==> config.mk <==
export PLATFORM = sky130hd
export DESIGN_NAME = one_shot_deadline_table_core
export DESIGN_NICKNAME = d
export VERILOG_FILES = /design/src/rtl/odt_pkg.sv /design/src/rtl/one_shot_deadline_table_core.sv /design/src/rtl/odt_cell.sv
export SDC_FILE = /design/constraint.sdc
export NUM_CORES = 2
export LEC_CHECK = 0
export BUFFER_PORTS_ARGS = -buffer_cell sky130_fd_sc_hd__buf_2
export CAP_MARGIN = 40
export CORE_MARGIN = 1
export CORE_UTILIZATION = 28
export DETAILED_ROUTE_END_ITERATION = 10
export HOLD_SLACK_MARGIN = 0.02
export PLACE_DENSITY_LB_ADDON = 0.2
export SETUP_SLACK_MARGIN = 0.1
export SKIP_LAST_GASP = 1
export SLEW_MARGIN = 25
export SYNTH_ARGS = -nofsm -noshare
export SYNTH_HDL_FRONTEND = slang
export SYNTH_SLANG_ARGS = --single-unit
==> constraint.sdc <==
create_clock -name clock -period 7.3 [get_ports clock]
set_input_delay 1.46 -clock clock [delete_from_list [all_inputs] [get_ports clock]]
set_output_delay 1.46 -clock clock [all_outputs]
set_load 0.01 [all_outputs]
==> src/rtl/odt_pkg.sv <==
`timescale 1ns / 1ps
// ----------------------------------------------------------------------------
// odt_pkg
// Shared types and constants for the one-shot deadline table.
// ----------------------------------------------------------------------------
package odt_pkg;

   localparam int MAX_TASKS = 16;
   localparam int COUNT_W   = $clog2(MAX_TASKS + 1);
   localparam int TIME_W    = 32;
   localparam int ID_W      = 8;
   localparam int OP_W      = 2;

   localparam logic [TIME_W-1:0]  MS_TO_US  = TIME_W'(1000);
   localparam logic [COUNT_W-1:0] TABLE_MAX = COUNT_W'(MAX_TASKS);

   localparam logic [OP_W-1:0] OP_SCHED_US = 2'd0;
   localparam logic [OP_W-1:0] OP_SCHED_MS = 2'd1;
   localparam logic [OP_W-1:0] OP_RUN      = 2'd2;
   localparam logic [OP_W-1:0] OP_NONE     = 2'd3;

   typedef struct packed {
      logic [TIME_W-1:0] deadline;
      logic [ID_W-1:0]   task_id;
   } odt_entry_type;

   // per-cell load controls, highest priority first
   typedef struct packed {
      logic take_new;
      logic take_head;
      logic shift;
   } odt_cell_ctl_type;

endpackage

==> src/rtl/one_shot_deadline_table_core.sv <==
`timescale 1ns / 1ps
// ----------------------------------------------------------------------------
// one_shot_deadline_table_core
// Ordered table of one-shot tasks held in a row of shifting cells.
// ----------------------------------------------------------------------------
//  channel | direction | handshake             | payload
//  req     | in        | req_valid/req_ready   | op, now, task_id, delay
//  rsp     | out       | rsp_valid/rsp_ready   | accepted, fired, task_out, last
//
//  schedule: delay scaling at acceptance, then in ST_SCHED the deadline add,
//  the slot load and the result in the output register; a stalled rsp side
//  holds ST_SCHED, and no new request is taken until the result is registered
//  run: one stored entry per cycle while the scan is not held, the head cell
//  is examined and the row shifts left, then the closing result is registered;
//  a stalled rsp side holds the scan whenever a second due task must leave
//  reset (synchronous, active high) clears entry_count and the control state;
//  slot contents are not cleared
// ----------------------------------------------------------------------------
module one_shot_deadline_table_core (
   input  logic                        clock,
   input  logic                        reset,

   input  logic                        req_valid,
   output logic                        req_ready,
   input  logic [odt_pkg::OP_W-1:0]    req_op,
   input  logic [odt_pkg::TIME_W-1:0]  req_now,
   input  logic [odt_pkg::ID_W-1:0]    req_task_id,
   input  logic [odt_pkg::TIME_W-1:0]  req_delay,

   output logic                        rsp_valid,
   input  logic                        rsp_ready,
   output logic                        rsp_accepted,
   output logic                        rsp_fired,
   output logic [odt_pkg::ID_W-1:0]    rsp_task_out,
   output logic                        rsp_last
);

   typedef enum logic [2:0] {
      ST_IDLE  = 3'b001,
      ST_SCHED = 3'b010,
      ST_SCAN  = 3'b100
   } state_type;

   state_type state_ff, state_in;

   // transaction fields captured at acceptance
   logic [odt_pkg::TIME_W-1:0]  now_ff, now_in;
   logic [odt_pkg::TIME_W-1:0]  delay_ff, delay_in;
   logic [odt_pkg::ID_W-1:0]    id_ff, id_in;

   // table bookkeeping
   logic [odt_pkg::COUNT_W-1:0] count_ff, count_in;
   logic [odt_pkg::COUNT_W-1:0] remain_ff, remain_in;
   logic [odt_pkg::COUNT_W-1:0] kept_ff, kept_in;

   // one due task held back until we know whether it is the final one
   logic                        pend_valid_ff, pend_valid_in;
   logic [odt_pkg::ID_W-1:0]    pend_id_ff, pend_id_in;

   // output register
   logic                        rsp_valid_ff, rsp_valid_in;
   logic                        rsp_accepted_ff, rsp_accepted_in;
   logic                        rsp_fired_ff, rsp_fired_in;
   logic [odt_pkg::ID_W-1:0]    rsp_task_out_ff, rsp_task_out_in;
   logic                        rsp_last_ff, rsp_last_in;

   // cell row
   odt_pkg::odt_entry_type    cell_entry [odt_pkg::MAX_TASKS];
   odt_pkg::odt_entry_type    cell_right [odt_pkg::MAX_TASKS];
   odt_pkg::odt_cell_ctl_type cell_ctl   [odt_pkg::MAX_TASKS];
   odt_pkg::odt_entry_type    new_entry;
   odt_pkg::odt_entry_type    head_entry;

   logic                        req_fire;
   logic                        out_free;
   logic                        head_due;
   logic                        scan_step;
   logic                        sched_load;
   logic [odt_pkg::COUNT_W-1:0] tail_pos;

   assign req_ready = (state_ff == ST_IDLE);
   assign req_fire  = req_valid && req_ready;
   assign out_free  = !rsp_valid_ff || rsp_ready;

   // head of the row is always cell zero
   assign head_entry = cell_entry[0];
   assign head_due   = (now_ff >= head_entry.deadline);

   // a kept entry goes behind the unexamined and the already kept entries
   assign tail_pos = remain_ff - odt_pkg::COUNT_W'(1) + kept_ff;

   // a second due task needs the output register to free the held one
   assign scan_step = (state_ff == ST_SCAN) && (remain_ff != '0) &&
                      (!head_due || !pend_valid_ff || out_free);

   assign sched_load = (state_ff == ST_SCHED) && out_free &&
                       (count_ff < odt_pkg::TABLE_MAX);

   assign new_entry.deadline = now_ff + delay_ff;
   assign new_entry.task_id  = id_ff;

   // per-cell control decode
   always_comb begin
      for (int j = 0; j < odt_pkg::MAX_TASKS; j++) begin
         cell_ctl[j].take_new  = sched_load && (count_ff == odt_pkg::COUNT_W'(j));
         cell_ctl[j].take_head = scan_step && !head_due &&
                                 (tail_pos == odt_pkg::COUNT_W'(j));
         cell_ctl[j].shift     = scan_step;
      end
   end

   for (genvar g = 0; g < odt_pkg::MAX_TASKS; g++) begin : g_cell
      if (g == odt_pkg::MAX_TASKS - 1) begin : g_end
         assign cell_right[g] = cell_entry[g];
      end else begin : g_mid
         assign cell_right[g] = cell_entry[g+1];
      end

      odt_cell u_cell (
         .clock     (clock),
         .ctl       (cell_ctl[g]),
         .new_in    (new_entry),
         .head_in   (head_entry),
         .right_in  (cell_right[g]),
         .entry_out (cell_entry[g])
      );
   end

   always_comb begin
      state_in        = state_ff;
      now_in          = now_ff;
      delay_in        = delay_ff;
      id_in           = id_ff;
      count_in        = count_ff;
      remain_in       = remain_ff;
      kept_in         = kept_ff;
      pend_valid_in   = pend_valid_ff;
      pend_id_in      = pend_id_ff;
      rsp_valid_in    = rsp_valid_ff && !rsp_ready;
      rsp_accepted_in = rsp_accepted_ff;
      rsp_fired_in    = rsp_fired_ff;
      rsp_task_out_in = rsp_task_out_ff;
      rsp_last_in     = rsp_last_ff;

      unique case (state_ff)
         ST_IDLE: begin
            if (req_fire) begin
               now_in        = req_now;
               id_in         = req_task_id;
               // millisecond delays scale here, the add happens in ST_SCHED
               delay_in      = (req_op == odt_pkg::OP_SCHED_MS) ?
                               odt_pkg::TIME_W'(req_delay * odt_pkg::MS_TO_US) :
                               req_delay;
               pend_valid_in = 1'b0;
               unique case (req_op) inside
                  odt_pkg::OP_SCHED_US, odt_pkg::OP_SCHED_MS: begin
                     state_in = ST_SCHED;
                  end
                  odt_pkg::OP_RUN: begin
                     remain_in = count_ff;
                     kept_in   = '0;
                     state_in  = ST_SCAN;
                  end
                  default: begin
                     // unused code: empty scan keeps every entry
                     remain_in = '0;
                     kept_in   = count_ff;
                     state_in  = ST_SCAN;
                  end
               endcase
            end
         end

         ST_SCHED: begin
            if (out_free) begin
               rsp_valid_in    = 1'b1;
               rsp_accepted_in = sched_load;
               rsp_fired_in    = 1'b0;
               rsp_task_out_in = '0;
               rsp_last_in     = 1'b1;
               if (sched_load) begin
                  count_in = count_ff + odt_pkg::COUNT_W'(1);
               end
               state_in = ST_IDLE;
            end
         end

         ST_SCAN: begin
            if (remain_ff != '0) begin
               if (scan_step) begin
                  remain_in = remain_ff - odt_pkg::COUNT_W'(1);
                  if (head_due) begin
                     // release the held task, keep this one back
                     if (pend_valid_ff) begin
                        rsp_valid_in    = 1'b1;
                        rsp_accepted_in = 1'b0;
                        rsp_fired_in    = 1'b1;
                        rsp_task_out_in = pend_id_ff;
                        rsp_last_in     = 1'b0;
                     end
                     pend_valid_in = 1'b1;
                     pend_id_in    = head_entry.task_id;
                  end else begin
                     kept_in = kept_ff + odt_pkg::COUNT_W'(1);
                  end
               end
            end else if (out_free) begin
               // closing transaction: last due task, or an empty one
               rsp_valid_in    = 1'b1;
               rsp_accepted_in = 1'b0;
               rsp_fired_in    = pend_valid_ff;
               rsp_task_out_in = pend_valid_ff ? pend_id_ff : '0;
               rsp_last_in     = 1'b1;
               pend_valid_in   = 1'b0;
               count_in        = kept_ff;
               state_in        = ST_IDLE;
            end
         end

         default: begin
            state_in = ST_IDLE;
         end
      endcase
   end

   always_ff @(posedge clock) begin
      if (reset) begin
         state_ff      <= ST_IDLE;
         count_ff      <= '0;
         remain_ff     <= '0;
         kept_ff       <= '0;
         pend_valid_ff <= 1'b0;
         rsp_valid_ff  <= 1'b0;
      end else begin
         state_ff      <= state_in;
         count_ff      <= count_in;
         remain_ff     <= remain_in;
         kept_ff       <= kept_in;
         pend_valid_ff <= pend_valid_in;
         rsp_valid_ff  <= rsp_valid_in;
      end
   end

   always_ff @(posedge clock) begin
      now_ff          <= now_in;
      delay_ff        <= delay_in;
      id_ff           <= id_in;
      pend_id_ff      <= pend_id_in;
      rsp_accepted_ff <= rsp_accepted_in;
      rsp_fired_ff    <= rsp_fired_in;
      rsp_task_out_ff <= rsp_task_out_in;
      rsp_last_ff     <= rsp_last_in;
   end

   assign rsp_valid    = rsp_valid_ff;
   assign rsp_accepted = rsp_accepted_ff;
   assign rsp_fired    = rsp_fired_ff;
   assign rsp_task_out = rsp_task_out_ff;
   assign rsp_last     = rsp_last_ff;

endmodule

==> src/rtl/odt_cell.sv <==
`timescale 1ns / 1ps
// ----------------------------------------------------------------------------
// odt_cell
// One table slot: loads a new entry, the head entry, or its right neighbor.
// ----------------------------------------------------------------------------
module odt_cell (
   input  logic                      clock,
   input  odt_pkg::odt_cell_ctl_type ctl,
   input  odt_pkg::odt_entry_type    new_in,
   input  odt_pkg::odt_entry_type    head_in,
   input  odt_pkg::odt_entry_type    right_in,
   output odt_pkg::odt_entry_type    entry_out
);

   odt_pkg::odt_entry_type entry_ff;
   odt_pkg::odt_entry_type entry_in;

   always_comb begin
      entry_in = entry_ff;
      if (ctl.take_new) begin
         entry_in = new_in;
      end else if (ctl.take_head) begin
         entry_in = head_in;
      end else if (ctl.shift) begin
         entry_in = right_in;
      end
   end

   always_ff @(posedge clock) begin
      entry_ff <= entry_in;
   end

   assign entry_out = entry_ff;

endmodule

Yosys cells after proc, flatten, opt, wreduce, memory -nomap -nowiden
Cells that the tools add are included. Widths: inputs -> output; s select.

Add/sub/neg operators: 5. $mul: 1. $lt $le $gt $ge: 2. Equality and inequality tests: 49. Muxes and demuxes: 104. Reductions and logical operators: 79.

Operator list (number): $mux 40 (47); $eq 5x4->1 const B (16); $mux 8 (7); $mux 5 (11); $pmux 5 s2 (5); $reduce_bool 3->1 (14); $eq 5x3->1 const B (8); $logic_and 1x1->1 (39); $add 32x32->32 (1); $ge 32x32->1 (1); $mul 32x7->29 const B (1); $mux 32 (1); $mux 1 (22); $eq 5x2->1 const B (4); $pmux 8 s2 (1); $reduce_and 5->1 (3); $ne 2x2->1 const B (7); $mux 3 (4); $reduce_and 6->1 (2); $add 5x1->5 const B (2); $eq 5x1->1 const B (2); $logic_not 5->1 (2); $pmux 1 s2 (5); $ne 3x3->1 const B (3); 19 further kinds (32).

Register bits after elaboration: 751. Bits of input ports: 78. Output and inout port bits: 13. Word-level logic and storage cells: 287.

Logic depth before layout (Yosys ltp)
Word-level depth: 9. Gate-level depth with buffers: 16.

Modules after synthesis
A second synthesis with hierarchy kept.

Cells, all modules: 4001. Area, all modules: 44804.2 µm².

Modules (own cells, without submodules): odt_cell (instances 16, cells each 175, area each 2098.3 µm², sequential area each 1201.2 µm²); one_shot_deadline_table_core (instances 1, cells each 1201, area each 11232.0 µm², sequential area each 3133.0 µm²).

Least setup slack after synthesis
Ideal clock, no wire load.

Path kind: in2reg. Start: in req_delay[11] (netlist name). End: reg delay_ff[30] (netlist name), data pin. Library setup time: 0.135 ns. Arrival time: 5.995 ns. Data required time: 7.165 ns. Path slack: 1.169 ns. Cell stages on the path: 16. Buffers on the path: 0. Path through: inv_1 -> fa_1 -> fa_1 -> fa_1 -> fa_1 -> inv_1 -> ha_1 -> a21o_1 -> a2111oi_0 -> a21o_1 -> a21oi_1 -> a221oi_1 -> o21ai_1 -> o221a_1 -> or4_1 -> nand3_1.

Word-level cells in the longest chain between the ends: 2.

RTL lines: start: declaration (line one_shot_deadline_table_core.sv:28) `input logic [odt_pkg::TIME_W-1:0] req_delay,`; $mul 32x7->29 (line one_shot_deadline_table_core.sv:152) `odt_pkg::TIME_W'(req_delay * odt_pkg::MS_TO_US) :`; $mux 32 (line one_shot_deadline_table_core.sv:151) `delay_in = (req_op == odt_pkg::OP_SCHED_MS) ?`; end signal: assignment (line one_shot_deadline_table_core.sv:246) `delay_ff <= delay_in;`; end: declaration (line one_shot_deadline_table_core.sv:48) `logic [odt_pkg::TIME_W-1:0] delay_ff, delay_in;`.

No other way between the ends. A chain may end at the register's enable or synchronous reset.

Worst setup path after layout
Ends and elaborated chain as after synthesis.

==> summary.md <==
- Internal: 8.38 mW
- worst-path cell with the longest stage delay: a221oi_1
- net switching share of the total power: 31.2%
- TritonCTS clock tree: built
- Synthesized Nets: 4,024
- Worst Setup Path Type: in2reg
- post-synthesis cell area: 43,000 um2
- master cell of the clock root buffer: clkbuf_16
- overall via count from detail_route: 28,800
- DRT iter0 DRCs: 2,443
- post-synthesis to final-layout area growth: 14.3%
- required time of the critical path: 7.84 ns
- Peak Freq: 0.164 GHz
- Warnings, synthesis: 0
- number of placed I/O pins: 91
- cts bufs inserted: 89
- type of the worst min-delay path: reg2reg
- total core area: 152,000 um2
- quantity of I/O buffers inserted on ports: 90
- depth of the CTS H-tree: 3
- Final Power: 12.2 mW
- average footprint of a synthesized cell: 11.6 um2
- count of flip-flops with a built-in enable after synthesis: 731
- uppermost signal routing layer after detailed routing: met5
- post-synthesis sequential element count: 751
- most instantiated flip-flop cell in the synthesis netlist: edfxtp_1
- worst clock skew on the final layout: 0.0301 ns
- number of hold violations in the final report: 0
- Logic pwr share: 24.8%
- iteration count of the initial detailed-routing pass: 6
- share of synthesized area occupied by flip-flops and latches: 51.9%
- vias in the first global route: 28,100
- crit-path max FO: 5
- # hold bufs at CTS: 0
- length of routed wiring on met1: 63.0 mm
- antenna violations before repair: 14
- type of destination of the critical path: flip-flop
- initial standard-cell utilization of the core: 28.3%
- Die ar.: 155,000 um2
- worst hold path stage count: 2
- total half-perimeter wirelength after legalization and detailed placement: 86.1 mm
- Resized Gates After CTS: 0
- sort of element at the start of the critical path: input pin
- Final min period: 6.09 ns
- post-CTS repair timing setup buffer count: 0
- vertical extent of the die: 394 um
- clock share of power: 35.3%
- maximum number of buffers from clock root to sink: 3
- post-CTS clock slew at the launch and capture registers of the worst setup and hold paths: 0.06 ns
- overall track demand over capacity in global routing: 17.5%
- Register Area: 22,400 um2
- cell row count: 143
- worst path arrival time: 6.63 ns
- asr flop ratio synth: 0%
- fraction of the cycle the final worst path needs: 83.5%
- filler cell count in the final layout: 15,200
- cell breakdown of the critical path: buf_2, inv_1, fa_1, fa_1, fa_1, fa_1, inv_1, ha_1, a21o_1, a2111oi_0, a21o_1, a21oi_1, a221oi_1, o21ai_1, o221a_1, or4_1, nand3_1
- RSZ-0062 raised after global routing: false
- first-pass GRT wire length: 202 mm
- die width: 394 um
- transition at the pin with the smallest max-transition slack: 0.932 ns
- grt ovf: 0
- switching power: 3.80 mW
- destination of the worst register-to-register timing path: g_cell[3].u_cell.entry_out[18]$_DFFE_PP_
- post-detailed-route wirelength per cell: 23.7 um
- number of buffer and inverter instances along the worst setup path: 3
- post-synth cell types: 65
- PnR worst setup slack: 1.21 ns
- Leak: 19.8 nW
- Min-Delay Endpoint: remain_ff[1]$_SDFFE_PP0P_
- final total negative setup slack: 0 ns
- area occupied by multi-input gates: 19,200 um2
- fraction of power consumed by sequential logic: 39.9%
- highest ir drop seen on vdd: 161 uV
- power density normalized to cell area: 248 nW/um2
- total length of routed met2 wires: 67.0 mm
- slowest cell delay on critical path: 0.56 ns
- via density per instance: 4.92
- total number of nets in the final design: 4,049
- share of layout cells above drive strength 1: 11.8%
- Setup violations, final: 0
- met3 WL: 6.19 mm
- final cell utilization of the core: 32.3%
- FF-to-FF path depth: 12
- pin count of the biggest net entering global routing: 71
- final WL: 139 mm
- run status: complete, no violations
- Fin Hold WS: 0.500 ns
- cell family contributing the most delay on the critical path: adder cells
- r2r setup slk: 1.59 ns
- worst reg2reg startpoint: now_ff[0]$_DFFE_PP_
- count of nets left with antenna violations after detail routing: 0
- hold path startpoint: remain_ff[1]$_SDFFE_PP0P_
- Syn Inst Count: 3,723
- Num Clock Sinks: 751
- routability congestion estimate: 0.828
- most frequent CP cell: fa_1
- Max Slew Vio Count: 0
- number of remaining DRC errors: 0
- post-placement setup slack: 0.533 ns
- clock insertion delay at the later pin of the skew report: 0.68 ns
- max-cap check violation count: 0
- slew margin rel.: 37.6%
per-stage QoR:
step / instances / area [um2]
floorplan: 3723 / 43000
global placement: 5670 / 46200
detailed placement: 5687 / 46500
CTS: 5848 / 49200
global route: 5848 / 49200
finish: 5849 / 49200
tightest hold or removal path: cells and delay by family (launching register included):
| kind | cells | cell delay (ns) |
|---|---|---|
| flip-flops | 1 | 0.31 |
| buffers and inverters | 1 | 0.07 |
| AO/OA/AOI/OAI | 1 | 0.07 |
cells in the final DEF (no fill, tap or decap), types with 10 or more instances in the layout:
| master | synthesis | layout |
|---|---|---|
| mux2i_1 | 700 | 700 |
| nand2b_1 | 27 | 18 |
| nand2_1 | 435 | 431 |
| buf_4 | 4 | 103 |
| ha_1 | 130 | 130 |
| and3_1 | 18 | 10 |
| o21ai_0 | 298 | 293 |
| nor2_1 | 142 | 139 |
| dfxtp_1 | 20 | 20 |
| nand4_1 | 13 | 13 |
| buf_2 | 50 | 91 |
| o211ai_1 | 12 | 12 |
| xnor2_1 | 43 | 41 |
| mux2_2 | 60 | 60 |
| and2_1 | 14 | 13 |
| o21a_1 | 10 | 10 |
| xor2_1 | 24 | 19 |
| a31oi_1 | 16 | 16 |
| inv_1 | 203 | 203 |
| nor3_1 | 16 | 14 |
| clkbuf_1 | 211 | 27 |
| a21oi_1 | 164 | 164 |
| edfxtp_1 | 731 | 731 |
| a21o_1 | 34 | 34 |
| clkinv_2 | 0 | 10 |
| clkinv_1 | 0 | 21 |
| clkbuf_16 | 0 | 93 |
| o21ai_1 | 117 | 117 |
| fa_1 | 93 | 93 |
| nand3_1 | 27 | 18 |
registers in the layout (all words and copies together) (netlist names):
name and cells:
g_cell.u_cell.entry_out 640, delay_ff 32, now_ff 32, id_ff 8, pend_id_ff 8, rsp_task_out 8
count_ff 5, kept_ff 5, remain_ff 5, state_ff 3, pend_valid_ff 1, rsp_accepted 1
rsp_fired 1, rsp_last 1, rsp_valid 1
layout make-up:
class,count,area share (%)
flip-flops and latches,751,45.5
multi-input cells,2490,39.1
well taps,2030,5.16
clock buffers,122,4.99
repair buffers,213,3.23
inverters,203,1.55
clock inverters,39,0.529
diodes,1,0.00509
cells in the mapped netlist (27+ instances only):
cell	number	share of area (%)
buf_2	50	0.58
a21oi_1	164	1.9
a21o_1	34	0.59
nand3_1	27	0.31
mux2_2	60	1.6
xnor2_1	43	0.87
nor2_1	142	1.2
o21ai_0	298	3.5
edfxtp_1	731	51
fa_1	93	4.3
inv_1	203	1.8
mux2i_1	700	16
nand2_1	435	3.8
clkbuf_1	211	1.8
nand2b_1	27	0.39
o21ai_1	117	1.4
ha_1	130	3.8
how the worst max path moves through the flow:
stage / start / endpoint / slack, ns / cells past startpoint
after global placement: req_delay[11] / delay_ff[30]$_DFFE_PP_ / 0.64 / 17
after global routing: req_delay[11] / delay_ff[30]$_DFFE_PP_ / 0.93 / 17
after CTS: req_delay[11] / delay_ff[30]$_DFFE_PP_ / 1.25 / 17
after detailed placement: req_delay[11] / delay_ff[30]$_DFFE_PP_ / 0.53 / 17
after floorplan: req_delay[11] / delay_ff[30]$_DFFE_PP_ / 1.17 / 16
final: req_delay[11] / delay_ff[30]$_DFFE_PP_ / 1.21 / 17
per-layer routing:
layer | track usage (%) | up-vias
li1 | - | 13500
met1 | 23.9 | 14500
met2 | 29.5 | 653
met3 | 2.51 | 167
met4 | 3.19 | 24
met5 | 0 | -
power by group through the flow:
stage	registers, mW	clock network [mW]	logic, mW
finish	4.86	4.30	3.02
global route	4.87	4.55	3.38
global placement	4.95	0	2.98
CTS	4.86	4.41	3.04
floorplan	4.90	0	2.13
detailed placement	4.95	0	3.03
cells by family (layout without fill, tap and decap cells):
family	after synthesis	count (layout)	synth area share, %
flip-flops	751	751	51.9
XOR/XNOR	68	68	1.42
buffers and inverters	482	577	4.42
other	0	1	0
AND/OR/NAND/NOR	732	732	7.26
AO/OA/AOI/OAI	706	706	9.00
adder cells (fa/ha/maj)	223	223	8.10
multiplexers	761	761	17.9
No activity file was read; power rests on OpenSTA's default activity.
